**config.mk**
```make
export PLATFORM = sky130hd
export DESIGN_NAME = midpoint_circle_rasterizer_unit
export DESIGN_NICKNAME = d
export VERILOG_FILES = /design/src/rtl/mcr_pkg.sv /design/src/rtl/mcr_front.sv /design/src/rtl/mcr_queue.sv /design/src/rtl/mcr_back.sv /design/src/rtl/midpoint_circle_rasterizer_unit.sv
export SDC_FILE = /design/constraint.sdc
export NUM_CORES = 1
export LEC_CHECK = 0
export ABC_CLOCK_PERIOD_IN_PS = 7800
export BUFFER_PORTS_ARGS = -buffer_cell sky130_fd_sc_hd__clkbuf_2
export CAP_MARGIN = 30
export CORE_ASPECT_RATIO = 1.4
export CORE_MARGIN = 4
export CORE_UTILIZATION = 40
export DETAILED_ROUTE_END_ITERATION = 16
export SLEW_MARGIN = 40
export SYNTH_ARGS = -nofsm -noshare
export SYNTH_HDL_FRONTEND = slang
export SYNTH_SLANG_ARGS = --single-unit
```
**constraint.sdc**
```tcl
create_clock -name clk -period 7.8 [get_ports clk]
set_input_delay 1.56 -clock clk [delete_from_list [all_inputs] [get_ports clk]]
set_output_delay 1.56 -clock clk [all_outputs]
set_load 0.03 [all_outputs]
```
**src/rtl/mcr_pkg.sv**
```systemverilog
// Shared widths, constants, types and tap table of the midpoint circle rasteriser.
`default_nettype none
package mcr_pkg;

  localparam int COORD_BITS  = 12;
  localparam int RADIUS_BITS = 11;
  localparam int OUT_BITS    = COORD_BITS + 2;
  localparam int DEC_BITS    = RADIUS_BITS + 7;
  localparam int COLOR_BITS  = 16;

  localparam int QUEUE_DEPTH = 2;
  localparam int PTR_BITS    = (QUEUE_DEPTH > 1) ? $clog2(QUEUE_DEPTH) : 1;
  localparam int CNT_BITS    = $clog2(QUEUE_DEPTH + 1);

  // pixels per job, and the tap counter width
  localparam int START_PIXELS = 4;
  localparam int STEP_PIXELS  = 8;
  localparam int TAP_BITS     = 3;

  // decision value constants
  localparam int DEC_INIT   = 5;
  localparam int DEC_DIAG   = 20;
  localparam int DEC_SIDE   = 12;
  localparam int POS_SHIFT  = 3;   // times 8
  localparam int RAD_SHIFT  = 2;   // times 4

  typedef enum logic {
    OP_START = 1'b0,
    OP_STEP  = 1'b1
  } opcode_t;

  // one unit of back-end work: the four or eight pixels of one item
  typedef struct packed {
    logic                   is_start;
    logic                   done;
    logic [COORD_BITS-1:0]  cx;
    logic [COORD_BITS-1:0]  cy;
    logic [RADIUS_BITS-1:0] x;
    logic [RADIUS_BITS-1:0] y;
    logic [COLOR_BITS-1:0]  color;
  } job_t;

  // how one symmetric point is formed from (x, y)
  typedef struct packed {
    logic col_from_y;   // column offset is y instead of x
    logic col_neg;
    logic row_from_x;   // row offset is x instead of y
    logic row_neg;
  } tap_t;

  function automatic tap_t tap_sel(input logic [TAP_BITS-1:0] idx);
    tap_t t;
    unique case (idx)
      3'd0:    t = '{col_from_y: 1'b0, col_neg: 1'b0, row_from_x: 1'b0, row_neg: 1'b1};
      3'd1:    t = '{col_from_y: 1'b0, col_neg: 1'b0, row_from_x: 1'b0, row_neg: 1'b0};
      3'd2:    t = '{col_from_y: 1'b1, col_neg: 1'b0, row_from_x: 1'b1, row_neg: 1'b0};
      3'd3:    t = '{col_from_y: 1'b1, col_neg: 1'b0, row_from_x: 1'b1, row_neg: 1'b1};
      3'd4:    t = '{col_from_y: 1'b0, col_neg: 1'b1, row_from_x: 1'b0, row_neg: 1'b0};
      3'd5:    t = '{col_from_y: 1'b1, col_neg: 1'b1, row_from_x: 1'b1, row_neg: 1'b0};
      3'd6:    t = '{col_from_y: 1'b1, col_neg: 1'b1, row_from_x: 1'b1, row_neg: 1'b1};
      default: t = '{col_from_y: 1'b0, col_neg: 1'b1, row_from_x: 1'b0, row_neg: 1'b1};
    endcase
    return t;
  endfunction

  // a start emits the axis points: taps 0, 1, 2 and 5 with x = 0, y = R
  function automatic logic [TAP_BITS-1:0] start_tap(input logic [1:0] idx);
    logic [TAP_BITS-1:0] t;
    unique case (idx)
      2'd0:    t = 3'd0;
      2'd1:    t = 3'd1;
      2'd2:    t = 3'd2;
      default: t = 3'd5;
    endcase
    return t;
  endfunction

endpackage
`default_nettype wire

```
**src/rtl/mcr_front.sv**
```systemverilog
// Front end: takes items, advances the octant state and issues pixel jobs.
`default_nettype none
module mcr_front (
  input  wire                               clk,
  input  wire                               rst_n,
  input  wire                               in_fire,
  input  wire                               opcode,
  input  wire  [mcr_pkg::COORD_BITS-1:0]    center_x,
  input  wire  [mcr_pkg::COORD_BITS-1:0]    center_y,
  input  wire  [mcr_pkg::RADIUS_BITS-1:0]   radius,
  input  wire  [mcr_pkg::COLOR_BITS-1:0]    pen_color,
  output logic                              push,
  output mcr_pkg::job_t                     push_job
);

  logic [mcr_pkg::RADIUS_BITS-1:0] pos_x_r, pos_x_nxt;
  logic [mcr_pkg::RADIUS_BITS-1:0] pos_y_r, pos_y_nxt;
  logic [mcr_pkg::DEC_BITS-1:0]    dec_r, dec_nxt;
  logic [mcr_pkg::COORD_BITS-1:0]  cx_r, cx_nxt;
  logic [mcr_pkg::COORD_BITS-1:0]  cy_r, cy_nxt;
  logic [mcr_pkg::COLOR_BITS-1:0]  color_r, color_nxt;
  logic                            active_r, active_nxt;

  logic [mcr_pkg::DEC_BITS-1:0]    x_ext, y_ext, dec_diag, dec_side, dec_init;
  logic [mcr_pkg::RADIUS_BITS-1:0] x_new, y_new;
  logic                            step_ok;

  assign x_ext    = mcr_pkg::DEC_BITS'(pos_x_r);
  assign y_ext    = mcr_pkg::DEC_BITS'(pos_y_r);
  assign dec_diag = dec_r + ((x_ext - y_ext) << mcr_pkg::POS_SHIFT)
                    + mcr_pkg::DEC_BITS'(mcr_pkg::DEC_DIAG);
  assign dec_side = dec_r + (x_ext << mcr_pkg::POS_SHIFT)
                    + mcr_pkg::DEC_BITS'(mcr_pkg::DEC_SIDE);
  assign dec_init = mcr_pkg::DEC_BITS'(mcr_pkg::DEC_INIT)
                    - (mcr_pkg::DEC_BITS'(radius) << mcr_pkg::RAD_SHIFT);
  assign step_ok  = active_r && (pos_y_r > pos_x_r);
  assign x_new    = pos_x_r + 1'b1;
  assign y_new    = dec_r[mcr_pkg::DEC_BITS-1] ? pos_y_r : pos_y_r - 1'b1;

  always_comb begin
    pos_x_nxt  = pos_x_r;
    pos_y_nxt  = pos_y_r;
    dec_nxt    = dec_r;
    cx_nxt     = cx_r;
    cy_nxt     = cy_r;
    color_nxt  = color_r;
    active_nxt = active_r;
    push       = 1'b0;
    push_job   = '{is_start: 1'b0, done: (y_new <= x_new), cx: cx_r, cy: cy_r,
                   x: x_new, y: y_new, color: color_r};
    if (in_fire) begin
      if (mcr_pkg::opcode_t'(opcode) == mcr_pkg::OP_START) begin
        pos_x_nxt  = '0;
        pos_y_nxt  = radius;
        dec_nxt    = dec_init;
        cx_nxt     = center_x;
        cy_nxt     = center_y;
        color_nxt  = pen_color;
        active_nxt = (radius != '0);
        push       = 1'b1;
        push_job   = '{is_start: 1'b1, done: (radius == '0), cx: center_x,
                       cy: center_y, x: '0, y: radius, color: pen_color};
      end else if (step_ok) begin
        pos_x_nxt  = x_new;
        pos_y_nxt  = y_new;
        dec_nxt    = dec_r[mcr_pkg::DEC_BITS-1] ? dec_side : dec_diag;
        active_nxt = !(y_new <= x_new);
        push       = 1'b1;
      end else begin
        active_nxt = 1'b0;
      end
    end
  end

  always_ff @(posedge clk) begin
    if (!rst_n) begin
      pos_x_r  <= '0;
      pos_y_r  <= '0;
      dec_r    <= '0;
      cx_r     <= '0;
      cy_r     <= '0;
      color_r  <= '0;
      active_r <= 1'b0;
    end else begin
      pos_x_r  <= pos_x_nxt;
      pos_y_r  <= pos_y_nxt;
      dec_r    <= dec_nxt;
      cx_r     <= cx_nxt;
      cy_r     <= cy_nxt;
      color_r  <= color_nxt;
      active_r <= active_nxt;
    end
  end

endmodule
`default_nettype wire

```
**src/rtl/mcr_queue.sv**
```systemverilog
// Short job queue between front and back end.
`default_nettype none
module mcr_queue (
  input  wire            clk,
  input  wire            rst_n,
  input  wire            push,
  input  mcr_pkg::job_t  push_job,
  output logic           full,
  input  wire            pop,
  output logic           q_valid,
  output mcr_pkg::job_t  q_job
);

  mcr_pkg::job_t                 mem_r [mcr_pkg::QUEUE_DEPTH];
  logic [mcr_pkg::PTR_BITS-1:0]  wr_ptr_r, wr_ptr_nxt;
  logic [mcr_pkg::PTR_BITS-1:0]  rd_ptr_r, rd_ptr_nxt;
  logic [mcr_pkg::CNT_BITS-1:0]  count_r, count_nxt;

  function automatic logic [mcr_pkg::PTR_BITS-1:0] ptr_inc(
    input logic [mcr_pkg::PTR_BITS-1:0] p);
    logic [mcr_pkg::PTR_BITS-1:0] n;
    if (p == mcr_pkg::PTR_BITS'(mcr_pkg::QUEUE_DEPTH - 1)) n = '0;
    else n = p + 1'b1;
    return n;
  endfunction

  assign full    = (count_r == mcr_pkg::CNT_BITS'(mcr_pkg::QUEUE_DEPTH));
  assign q_valid = (count_r != '0);
  assign q_job   = mem_r[rd_ptr_r];

  always_comb begin
    wr_ptr_nxt = push ? ptr_inc(wr_ptr_r) : wr_ptr_r;
    rd_ptr_nxt = pop ? ptr_inc(rd_ptr_r) : rd_ptr_r;
    count_nxt  = count_r;
    if (push && !pop) count_nxt = count_r + 1'b1;
    else if (pop && !push) count_nxt = count_r - 1'b1;
  end

  always_ff @(posedge clk) begin
    if (push) begin
      mem_r[wr_ptr_r] <= push_job;
    end
  end

  always_ff @(posedge clk) begin
    if (!rst_n) begin
      wr_ptr_r <= '0;
      rd_ptr_r <= '0;
      count_r  <= '0;
    end else begin
      wr_ptr_r <= wr_ptr_nxt;
      rd_ptr_r <= rd_ptr_nxt;
      count_r  <= count_nxt;
    end
  end

endmodule
`default_nettype wire

```
**src/rtl/mcr_back.sv**
```systemverilog
// Back end: walks the symmetric taps of a job, one pixel per cycle while the output is not stalled.
`default_nettype none
module mcr_back (
  input  wire                                  clk,
  input  wire                                  rst_n,
  input  wire                                  q_valid,
  input  mcr_pkg::job_t                        q_job,
  output logic                                 pop,
  output logic                                 out_valid,
  input  wire                                  out_ready,
  output logic signed [mcr_pkg::OUT_BITS-1:0]  out_pixel_x,
  output logic signed [mcr_pkg::OUT_BITS-1:0]  out_pixel_y,
  output logic [mcr_pkg::COLOR_BITS-1:0]       out_pixel_color,
  output logic                                 out_last,
  output logic                                 out_done_res
);

  logic [mcr_pkg::TAP_BITS-1:0]   tap_cnt_r, tap_cnt_nxt;
  logic                           valid_r, valid_nxt;
  logic [mcr_pkg::OUT_BITS-1:0]   px_r, py_r;
  logic [mcr_pkg::COLOR_BITS-1:0] color_r;
  logic                           last_r, done_r;

  logic                           fire, is_last;
  logic [mcr_pkg::TAP_BITS-1:0]   tap_idx;
  mcr_pkg::tap_t                  tap;
  logic [mcr_pkg::OUT_BITS-1:0]   col_off, row_off, px_calc, py_calc;

  assign fire    = q_valid && (!valid_r || out_ready);
  assign is_last = q_job.is_start
                   ? (tap_cnt_r == mcr_pkg::TAP_BITS'(mcr_pkg::START_PIXELS - 1))
                   : (tap_cnt_r == mcr_pkg::TAP_BITS'(mcr_pkg::STEP_PIXELS - 1));
  assign pop     = fire && is_last;
  assign tap_idx = q_job.is_start ? mcr_pkg::start_tap(tap_cnt_r[1:0]) : tap_cnt_r;
  assign tap     = mcr_pkg::tap_sel(tap_idx);
  assign col_off = mcr_pkg::OUT_BITS'(tap.col_from_y ? q_job.y : q_job.x);
  assign row_off = mcr_pkg::OUT_BITS'(tap.row_from_x ? q_job.x : q_job.y);
  assign px_calc = tap.col_neg ? mcr_pkg::OUT_BITS'(q_job.cx) - col_off
                               : mcr_pkg::OUT_BITS'(q_job.cx) + col_off;
  assign py_calc = tap.row_neg ? mcr_pkg::OUT_BITS'(q_job.cy) - row_off
                               : mcr_pkg::OUT_BITS'(q_job.cy) + row_off;

  always_comb begin
    tap_cnt_nxt = tap_cnt_r;
    valid_nxt   = valid_r && !out_ready;
    if (fire) begin
      valid_nxt   = 1'b1;
      tap_cnt_nxt = is_last ? '0 : tap_cnt_r + 1'b1;
    end
  end

  always_ff @(posedge clk) begin
    if (!rst_n) begin
      tap_cnt_r <= '0;
      valid_r   <= 1'b0;
    end else begin
      tap_cnt_r <= tap_cnt_nxt;
      valid_r   <= valid_nxt;
    end
  end

  always_ff @(posedge clk) begin
    if (fire) begin
      px_r    <= px_calc;
      py_r    <= py_calc;
      color_r <= q_job.color;
      last_r  <= is_last;
      done_r  <= q_job.done;
    end
  end

  assign out_valid       = valid_r;
  assign out_pixel_x     = px_r;
  assign out_pixel_y     = py_r;
  assign out_pixel_color = color_r;
  assign out_last        = last_r;
  assign out_done_res    = done_r;

  // a start job never runs past its four axis points
  a_start_len: assert property (@(posedge clk) disable iff (!rst_n)
    q_valid && q_job.is_start |-> tap_cnt_r < mcr_pkg::TAP_BITS'(mcr_pkg::START_PIXELS))
    else $error("tap counter past end of start job");

  // the tap counter rests at zero between jobs
  a_idle_cnt: assert property (@(posedge clk) disable iff (!rst_n)
    !q_valid |-> tap_cnt_r == '0)
    else $error("tap counter not cleared between jobs");

  // each non-final pixel moves the counter on by exactly one
  a_cnt_step: assert property (@(posedge clk) disable iff (!rst_n)
    fire && !is_last |=> tap_cnt_r == $past(tap_cnt_r) + 1'b1)
    else $error("tap counter skipped");

endmodule
`default_nettype wire

```
**src/rtl/midpoint_circle_rasterizer_unit.sv**
```systemverilog
// Top level of the midpoint circle outline rasteriser.
//
// Input channel (in_valid/in_ready): opcode OP_START latches centre, radius and
// colour and yields the four axis pixels; OP_STEP advances the octant one
// column and yields the eight symmetric pixels (none once the circle is done
// or when no circle is in progress).
// Output channel (out_valid/out_ready): one pixel per transfer, with out_last
// on the final pixel of an item and out_done_res on every pixel of the item
// that finished the circle. No clipping: coordinates are signed.
// Path: an item's jobs pass through the job queue, and each pixel is then held
// in the back end's output register before it can transfer. Throughput: one
// pixel per cycle from the single output register while the receiver is ready
// and jobs are queued, so a step item takes eight pixel transfers and a start
// four; the back end's tap walk sets this. The front end runs ahead through a
// two-entry job queue, so items are taken back to back until the queue fills.
// Reset (rst_n low, synchronous) clears the octant state, empties the queue
// and drops any pending pixel. When the receiver stalls, the output holds its
// pixel, the back end stops, and in_ready falls once the queue is full.
`default_nettype none
module midpoint_circle_rasterizer_unit (
  input  wire                                  clk,
  input  wire                                  rst_n,
  input  wire                                  in_valid,
  output logic                                 in_ready,
  input  wire                                  in_opcode,
  input  wire  [mcr_pkg::COORD_BITS-1:0]       in_center_x,
  input  wire  [mcr_pkg::COORD_BITS-1:0]       in_center_y,
  input  wire  [mcr_pkg::RADIUS_BITS-1:0]      in_radius,
  input  wire  [mcr_pkg::COLOR_BITS-1:0]       in_pen_color,
  output logic                                 out_valid,
  input  wire                                  out_ready,
  output logic signed [mcr_pkg::OUT_BITS-1:0]  out_pixel_x,
  output logic signed [mcr_pkg::OUT_BITS-1:0]  out_pixel_y,
  output logic [mcr_pkg::COLOR_BITS-1:0]       out_pixel_color,
  output logic                                 out_last,
  output logic                                 out_done_res
);

  logic          push, full, pop, q_valid, in_fire;
  mcr_pkg::job_t push_job, q_job;

  // front may take any item while the queue has room; a step that yields
  // nothing simply pushes no job
  assign in_ready = !full;
  assign in_fire  = in_valid && in_ready;

  mcr_front u_front (
    .clk       (clk),
    .rst_n     (rst_n),
    .in_fire   (in_fire),
    .opcode    (in_opcode),
    .center_x  (in_center_x),
    .center_y  (in_center_y),
    .radius    (in_radius),
    .pen_color (in_pen_color),
    .push      (push),
    .push_job  (push_job)
  );

  mcr_queue u_queue (
    .clk      (clk),
    .rst_n    (rst_n),
    .push     (push),
    .push_job (push_job),
    .full     (full),
    .pop      (pop),
    .q_valid  (q_valid),
    .q_job    (q_job)
  );

  mcr_back u_back (
    .clk             (clk),
    .rst_n           (rst_n),
    .q_valid         (q_valid),
    .q_job           (q_job),
    .pop             (pop),
    .out_valid       (out_valid),
    .out_ready       (out_ready),
    .out_pixel_x     (out_pixel_x),
    .out_pixel_y     (out_pixel_y),
    .out_pixel_color (out_pixel_color),
    .out_last        (out_last),
    .out_done_res    (out_done_res)
  );

endmodule
`default_nettype wire
```
* Word-level counts from Yosys, hierarchy flattened
Memories as Yosys holds them, arrays and structs flattened. A register that Yosys moved wholly into a read port is not among the register bits.
Cells that the tools add are included.
** Word-level totals
- Register bits :: 135
- RAM bits :: 128
- Output and inout port bits :: 48
- Word-level logic and storage cells :: 105
- Memories :: 1
** Cells by class
- Add/sub/neg operators :: 17
- Order comparisons :: 2
- Equality and inequality tests :: 12
- Muxes and demuxes :: 33
- Bitwise operators :: 1
- Reduce and logical (&&, ||, !) cells :: 22
** Memory list
- u_queue.mem_r :: words 2, bits a word 64, read ports 1, clocked after Yosys merged registers in 1, wr ports 1, RTL line mcr_queue.sv:14 : mcr_pkg::job_t mem_r [mcr_pkg::QUEUE_DEPTH];
** Operator list (count)
- $mux W64 :: 2
- $mux W11 :: 7
- $mux W18 :: 3
- $add A12 B14 Y14 :: 2
- $mux W14 :: 2
- $pmux W4 S7 :: 1
- $sub A12 B14 Y14 :: 2
- $add A18 B14 Y18 :: 1
- $add A18 B18 Y18 :: 1
- $add A18 B4 Y18 const B :: 1
- $add A18 B5 Y18 const B :: 1
- $sub A3 B13 Y14 const A :: 1
- $mux W1 :: 13
- $eq A3 B3 Y1 const B :: 4
- $sub A11 B11 Y12 :: 1
- $add A11 B1 Y11 const B :: 1
- $gt A11 B11 Y1 :: 1
- $le A11 B11 Y1 :: 1
- $logic_not A11 Y1 :: 1
- $reduce_bool A11 Y1 :: 1
- $sub A11 B1 Y11 const B :: 1
- $eq A3 B2 Y1 const B :: 3
- $pmux W3 S3 :: 1
- $logic_and A1 B1 Y1 :: 7
- 17 further kinds :: 28

* Depth between registers and ports, before layout
- Word-level depth :: 9
- Mapped depth :: 19

* Hierarchy
A second synthesis with hierarchy kept.
** Unflattened totals
- Cells, all modules :: 1458
- Area total of the unflattened synthesis :: 15347.2 um^2
** By module, submodules not included
- mcr_front :: instances 1, cells an instance 839, area an instance 6289.8 um^2
- mcr_queue :: instances 1, cells an instance 221, area an instance 4860.9 um^2
- mcr_back :: instances 1, cells an instance 396, area an instance 4186.5 um^2
- midpoint_circle_rasterizer_unit :: instances 1, cells an instance 2, area an instance 10.0 um^2

* Least setup slack after synthesis
No wires, ideal clock.
- Path type :: input -> register
- From :: input in_valid
- To :: memory u_queue.mem_r[0][0] (netlist name) (enable)
- Setup time :: 487 ps
- Arrival :: 4897 ps
- Required time :: 7313 ps
- Setup slack :: 2417 ps
- Stages on the path :: 6
- Path buffers :: 2
- Cell sequence :: nand2_1 > a21oi_1 > nand2b_1 > buf_2 > buf_1 > nor2_1
** Between the ends
- Cells in the longest elaborated chain, start to end :: 4
** Ends and longest elaborated chain
- start: declaration :: RTL line midpoint_circle_rasterizer_unit.sv:23 : input wire in_valid,
- $logic_and A1 B1 Y1 :: RTL line midpoint_circle_rasterizer_unit.sv:45 : assign in_fire = in_valid && in_ready;
- $mux W1 :: RTL line mcr_front.sv:51 : if (in_fire) begin
- $mux W1 :: RTL line mcr_queue.sv:40 : if (push) begin
- $mux W1 (implied by the code) :: RTL line mcr_queue.sv:41 : mem_r[wr_ptr_r] <= push_job;
- end: declaration :: RTL line mcr_queue.sv:14
Every way passes these cells.

==> impl_results.md <==
* Run status: completed
* Most used DFF post-synth: edfxtp_1
* Width of the die at 172 um
* Period minus WS final at 4600 ps
* Most common library cell in the layout ignoring fill and taps: nand2_1
* Endpoints failing setup at 0
* Placed cell count at 1946
* Area contributors post-synth: edfxtp_1 (35%), dfxtp_1 (12%), ha_1 (11%)
* Placeable Area at 36900 um^2
* Worst EP required at 8080 ps
* Layout Nets at 1698
* Clock-pin slew on the worst setup and hold paths at 60 ps
* Avg Inst Size Synth at 10.6 um^2
* Post-synthesis xor/xnor area fraction at 0.0437
* Area leader, netlist: edfxtp_1
* Gpl congestion at 0.871
* Filler cell count at 3448
* Number of enable flip-flop cells after synthesis at 174
* Die ar. at 40800 um^2
* CTS tree: done
* WS Path Type: reg2reg
* Die height at 237 um
* Sequential area share after synthesis at 0.465
* Worst IR drop on VDD at 0.171 mV
* Power per Cell Area at 292 nW/um^2
* Layout area overhead at 12.3%
* Most frequent cells in the layout: nand2_1 (189), edfxtp_1 (174), ha_1 (127)
* Starting Density at 0.408
* DRT Pass-1 Iters at 5
* H-tree Lvls at 1
* Post-Syn Nets at 1607
* Vias in the first global route at 10800
* Async SR Flop Fraction at 0
* IO Pins at 104
* Clock Sinks at 262
* Worst Hold Depth at 2
* Sink of the worst hold path: u_front.pos_y_r[9]
* Fin. Hold Viols at 0
* LEAKAGE at 6.99 nW
* Clock Skews at 16.8 ps
* First-pass GRT wire length at 55900 um
* Finished Layout Cells at 1996
* GRT Util Overall at 0.170
* Simple-gate share of the synthesized area at 0.137
* Hold path start: u_front.pos_y_r[9]
* Slew @ Worst Pin at 786 ps
* Clock Tree Buf Depth at 3
* Maximum clock rate at 0.218 GHz
* Post-synth cell types at 70
* # rows at 83
* Cells after synthesis at 1417
* Critical Path Start Type: register
* Final Core Density at 0.458
* Worst slew margin at 0.461
* Overall routed net length at 35300 um
* DRC viols at 0
* Initial drt markers at 642
* CTS resizes at 0
* Synth Area in Compound Gates at 0.124
* Slew Limit Fails at 0
* Crit path capture type: register
* Initial antenna violation count at 0
* Root Driver: clkbuf_16
* Post-Synthesis Cell Area at 15000 um^2
* CP Max Fanout at 22
* DR vias at 10600
* Post-DP HPWL at 25500 um
* Reg area at 6990 um^2
* Worst reg-to-reg path cell count at 14
* Routed Antenna Nets at 0
* Final period utilization at 0.589
* Hold buffers post-CTS at 0
* GRT overflow at 0
* Largest family of logic cells by synthesized area: simple AND/OR/NAND/NOR gates
* Worst reg2reg path endpoint: u_back.out_pixel_x[11]
* RSZ-0062 raised after global routing: false
* Max Cap Viol at 0
* Share of layout cells above drive strength 1 at 0.162
* Post-synthesis mux area share at 0.0778
* Hold Path Class: reg2reg
* Setup Total Neg Slack at 0 ps
* Post-Synth Adder-Cell Area at 0.115
* Number of synthesized register bits at 262
* Worst R2R Setup Slack at 3200 ps
* Later-pin clock latency in the skew report at 570 ps
* Routed len/inst at 17.7 um
* Setup Buffers After CTS at 0
* # port buffers at 103
* Synth warnings at 0
* Via density per instance at 5.32
* Antenna cells at 0
* Area fraction of the dominant cell type after synthesis at 0.348
* Critical path data arrival time at 4880 ps
* CTS Buf Count at 27
* Multi-input logic area at 7490 um^2
* Pin count of the biggest net entering global routing at 94
how the worst max path moves through the flow:
stage / startpoint / end / slack, ps / cells past startpoint
finish: register / u_back.out_pixel_x[11] / 3200 / 14
global route: register / u_back.out_pixel_x[10] / 2870 / 16
CTS: register / u_back.out_pixel_x[10] / 3180 / 16
detailed placement: register / u_back.out_pixel_x[10] / 3190 / 16
global placement: register / u_back.out_pixel_x[10] / 3250 / 16
floorplan: in_valid / u_queue.mem_r[0][0] / 2420 / 6
power by group:
group          leakage (nW)  internal (mW)  switching [mW]
Sequential             2.36           1.75          0.0752
Clock                 0.397          0.666           0.564
Combinational          4.24          0.733            1.14
cells by family (layout without fill, tap and decap cells):
| kind of cell | count (synthesis) | after routing |
|---|---|---|
| AO/OA/AOI/OAI | 281 | 281 |
| AND/OR/NAND/NOR | 438 | 438 |
| multiplexers | 83 | 83 |
| XOR/XNOR | 75 | 75 |
| buffers and inverters | 144 | 256 |
| adder cells (fa/ha/maj) | 134 | 134 |
| flip-flops | 262 | 262 |
registers in the layout, summed over array words and instances (netlist names), named ones only:
register and flops:
u_front.dec_r 16, u_back.tap_cnt_r 3, u_front.color_r 16, u_front.cy_r 12
u_front.cx_r 12, u_front.active_r 1, u_front.pos_y_r 11, u_queue.rd_ptr_r 1
u_back.out_pixel_y 14, u_queue.wr_ptr_r 1, u_back.out_done_res 1, u_queue.count_r 2
u_back.out_pixel_color 16, u_queue.mem_r 128, u_back.out_valid 1, u_back.out_pixel_x 14
u_front.pos_x_r 11, u_back.out_last 1
synthesized netlist by cell type (9+ instances only):
| cell type | count |
|---|---|
| nand2_1 | 189 |
| edfxtp_1 | 174 |
| ha_1 | 127 |
| dfxtp_1 | 88 |
| inv_1 | 88 |
| nor2_1 | 79 |
| a21oi_1 | 68 |
| o21ai_0 | 65 |
| and2_1 | 48 |
| xnor2_1 | 47 |
| mux2_2 | 42 |
| clkbuf_1 | 38 |
| xor2_1 | 28 |
| nor2b_1 | 26 |
| mux4_2 | 22 |
| nor3_1 | 22 |
| a21boi_0 | 17 |
| mux2i_1 | 17 |
| o211ai_1 | 16 |
| o21bai_1 | 14 |
| a21o_1 | 13 |
| o21a_1 | 13 |
| and3_1 | 12 |
| nand2b_1 | 12 |
| nand3_1 | 11 |
| a31oi_1 | 9 |
| buf_1 | 9 |
metal layers:
metal | vias up | GRT usage | part of all wire
met2 | 171 | 0.320 | 0.54
met5 | - | 0 | 0
met1 | 5143 | 0.199 | 0.40
li1 | 5244 | - | -
met4 | 0 | 0.0610 | 0.033
met3 | 52 | 0.0170 | 0.029
layout make-up:
cell class	instances	area share
Multi-Input combinational cell	1011	0.444
Timing Repair Buffer	118	0.0381
Inverter	88	0.0197
Clock inverter	13	0.00689
Tap cell	467	0.0346
Clock buffer	37	0.0428
Sequential cell	262	0.414
metrics by stage:
stage	area [um^2]	hold slack (ps)	setup slack, ps	total power [mW]
2_1_floorplan	15000	441	2420	3.25
4_1_cts	16900	466	3180	4.98
5_1_grt	16900	499	2870	5.25
3_3_place_gp	16000	455	3250	3.70
3_5_place_dp	16000	457	3190	3.74
6_report	16900	467	3200	4.93
worst max-delay path, stage by stage (launching register included):
cell and delay (ps):
dfxtp_4 510, mux2_4 380, mux2_4 400, xnor2_1 170, a21oi_2 130, buf_4 300
mux4_2 410, ha_1 320, o21bai_1 80, a21oi_1 240, o31ai_1 130, o41a_1 360
a2111oi_0 550, a21oi_1 170, xor2_1 160
No activity file was read; power rests on OpenSTA's default activity.
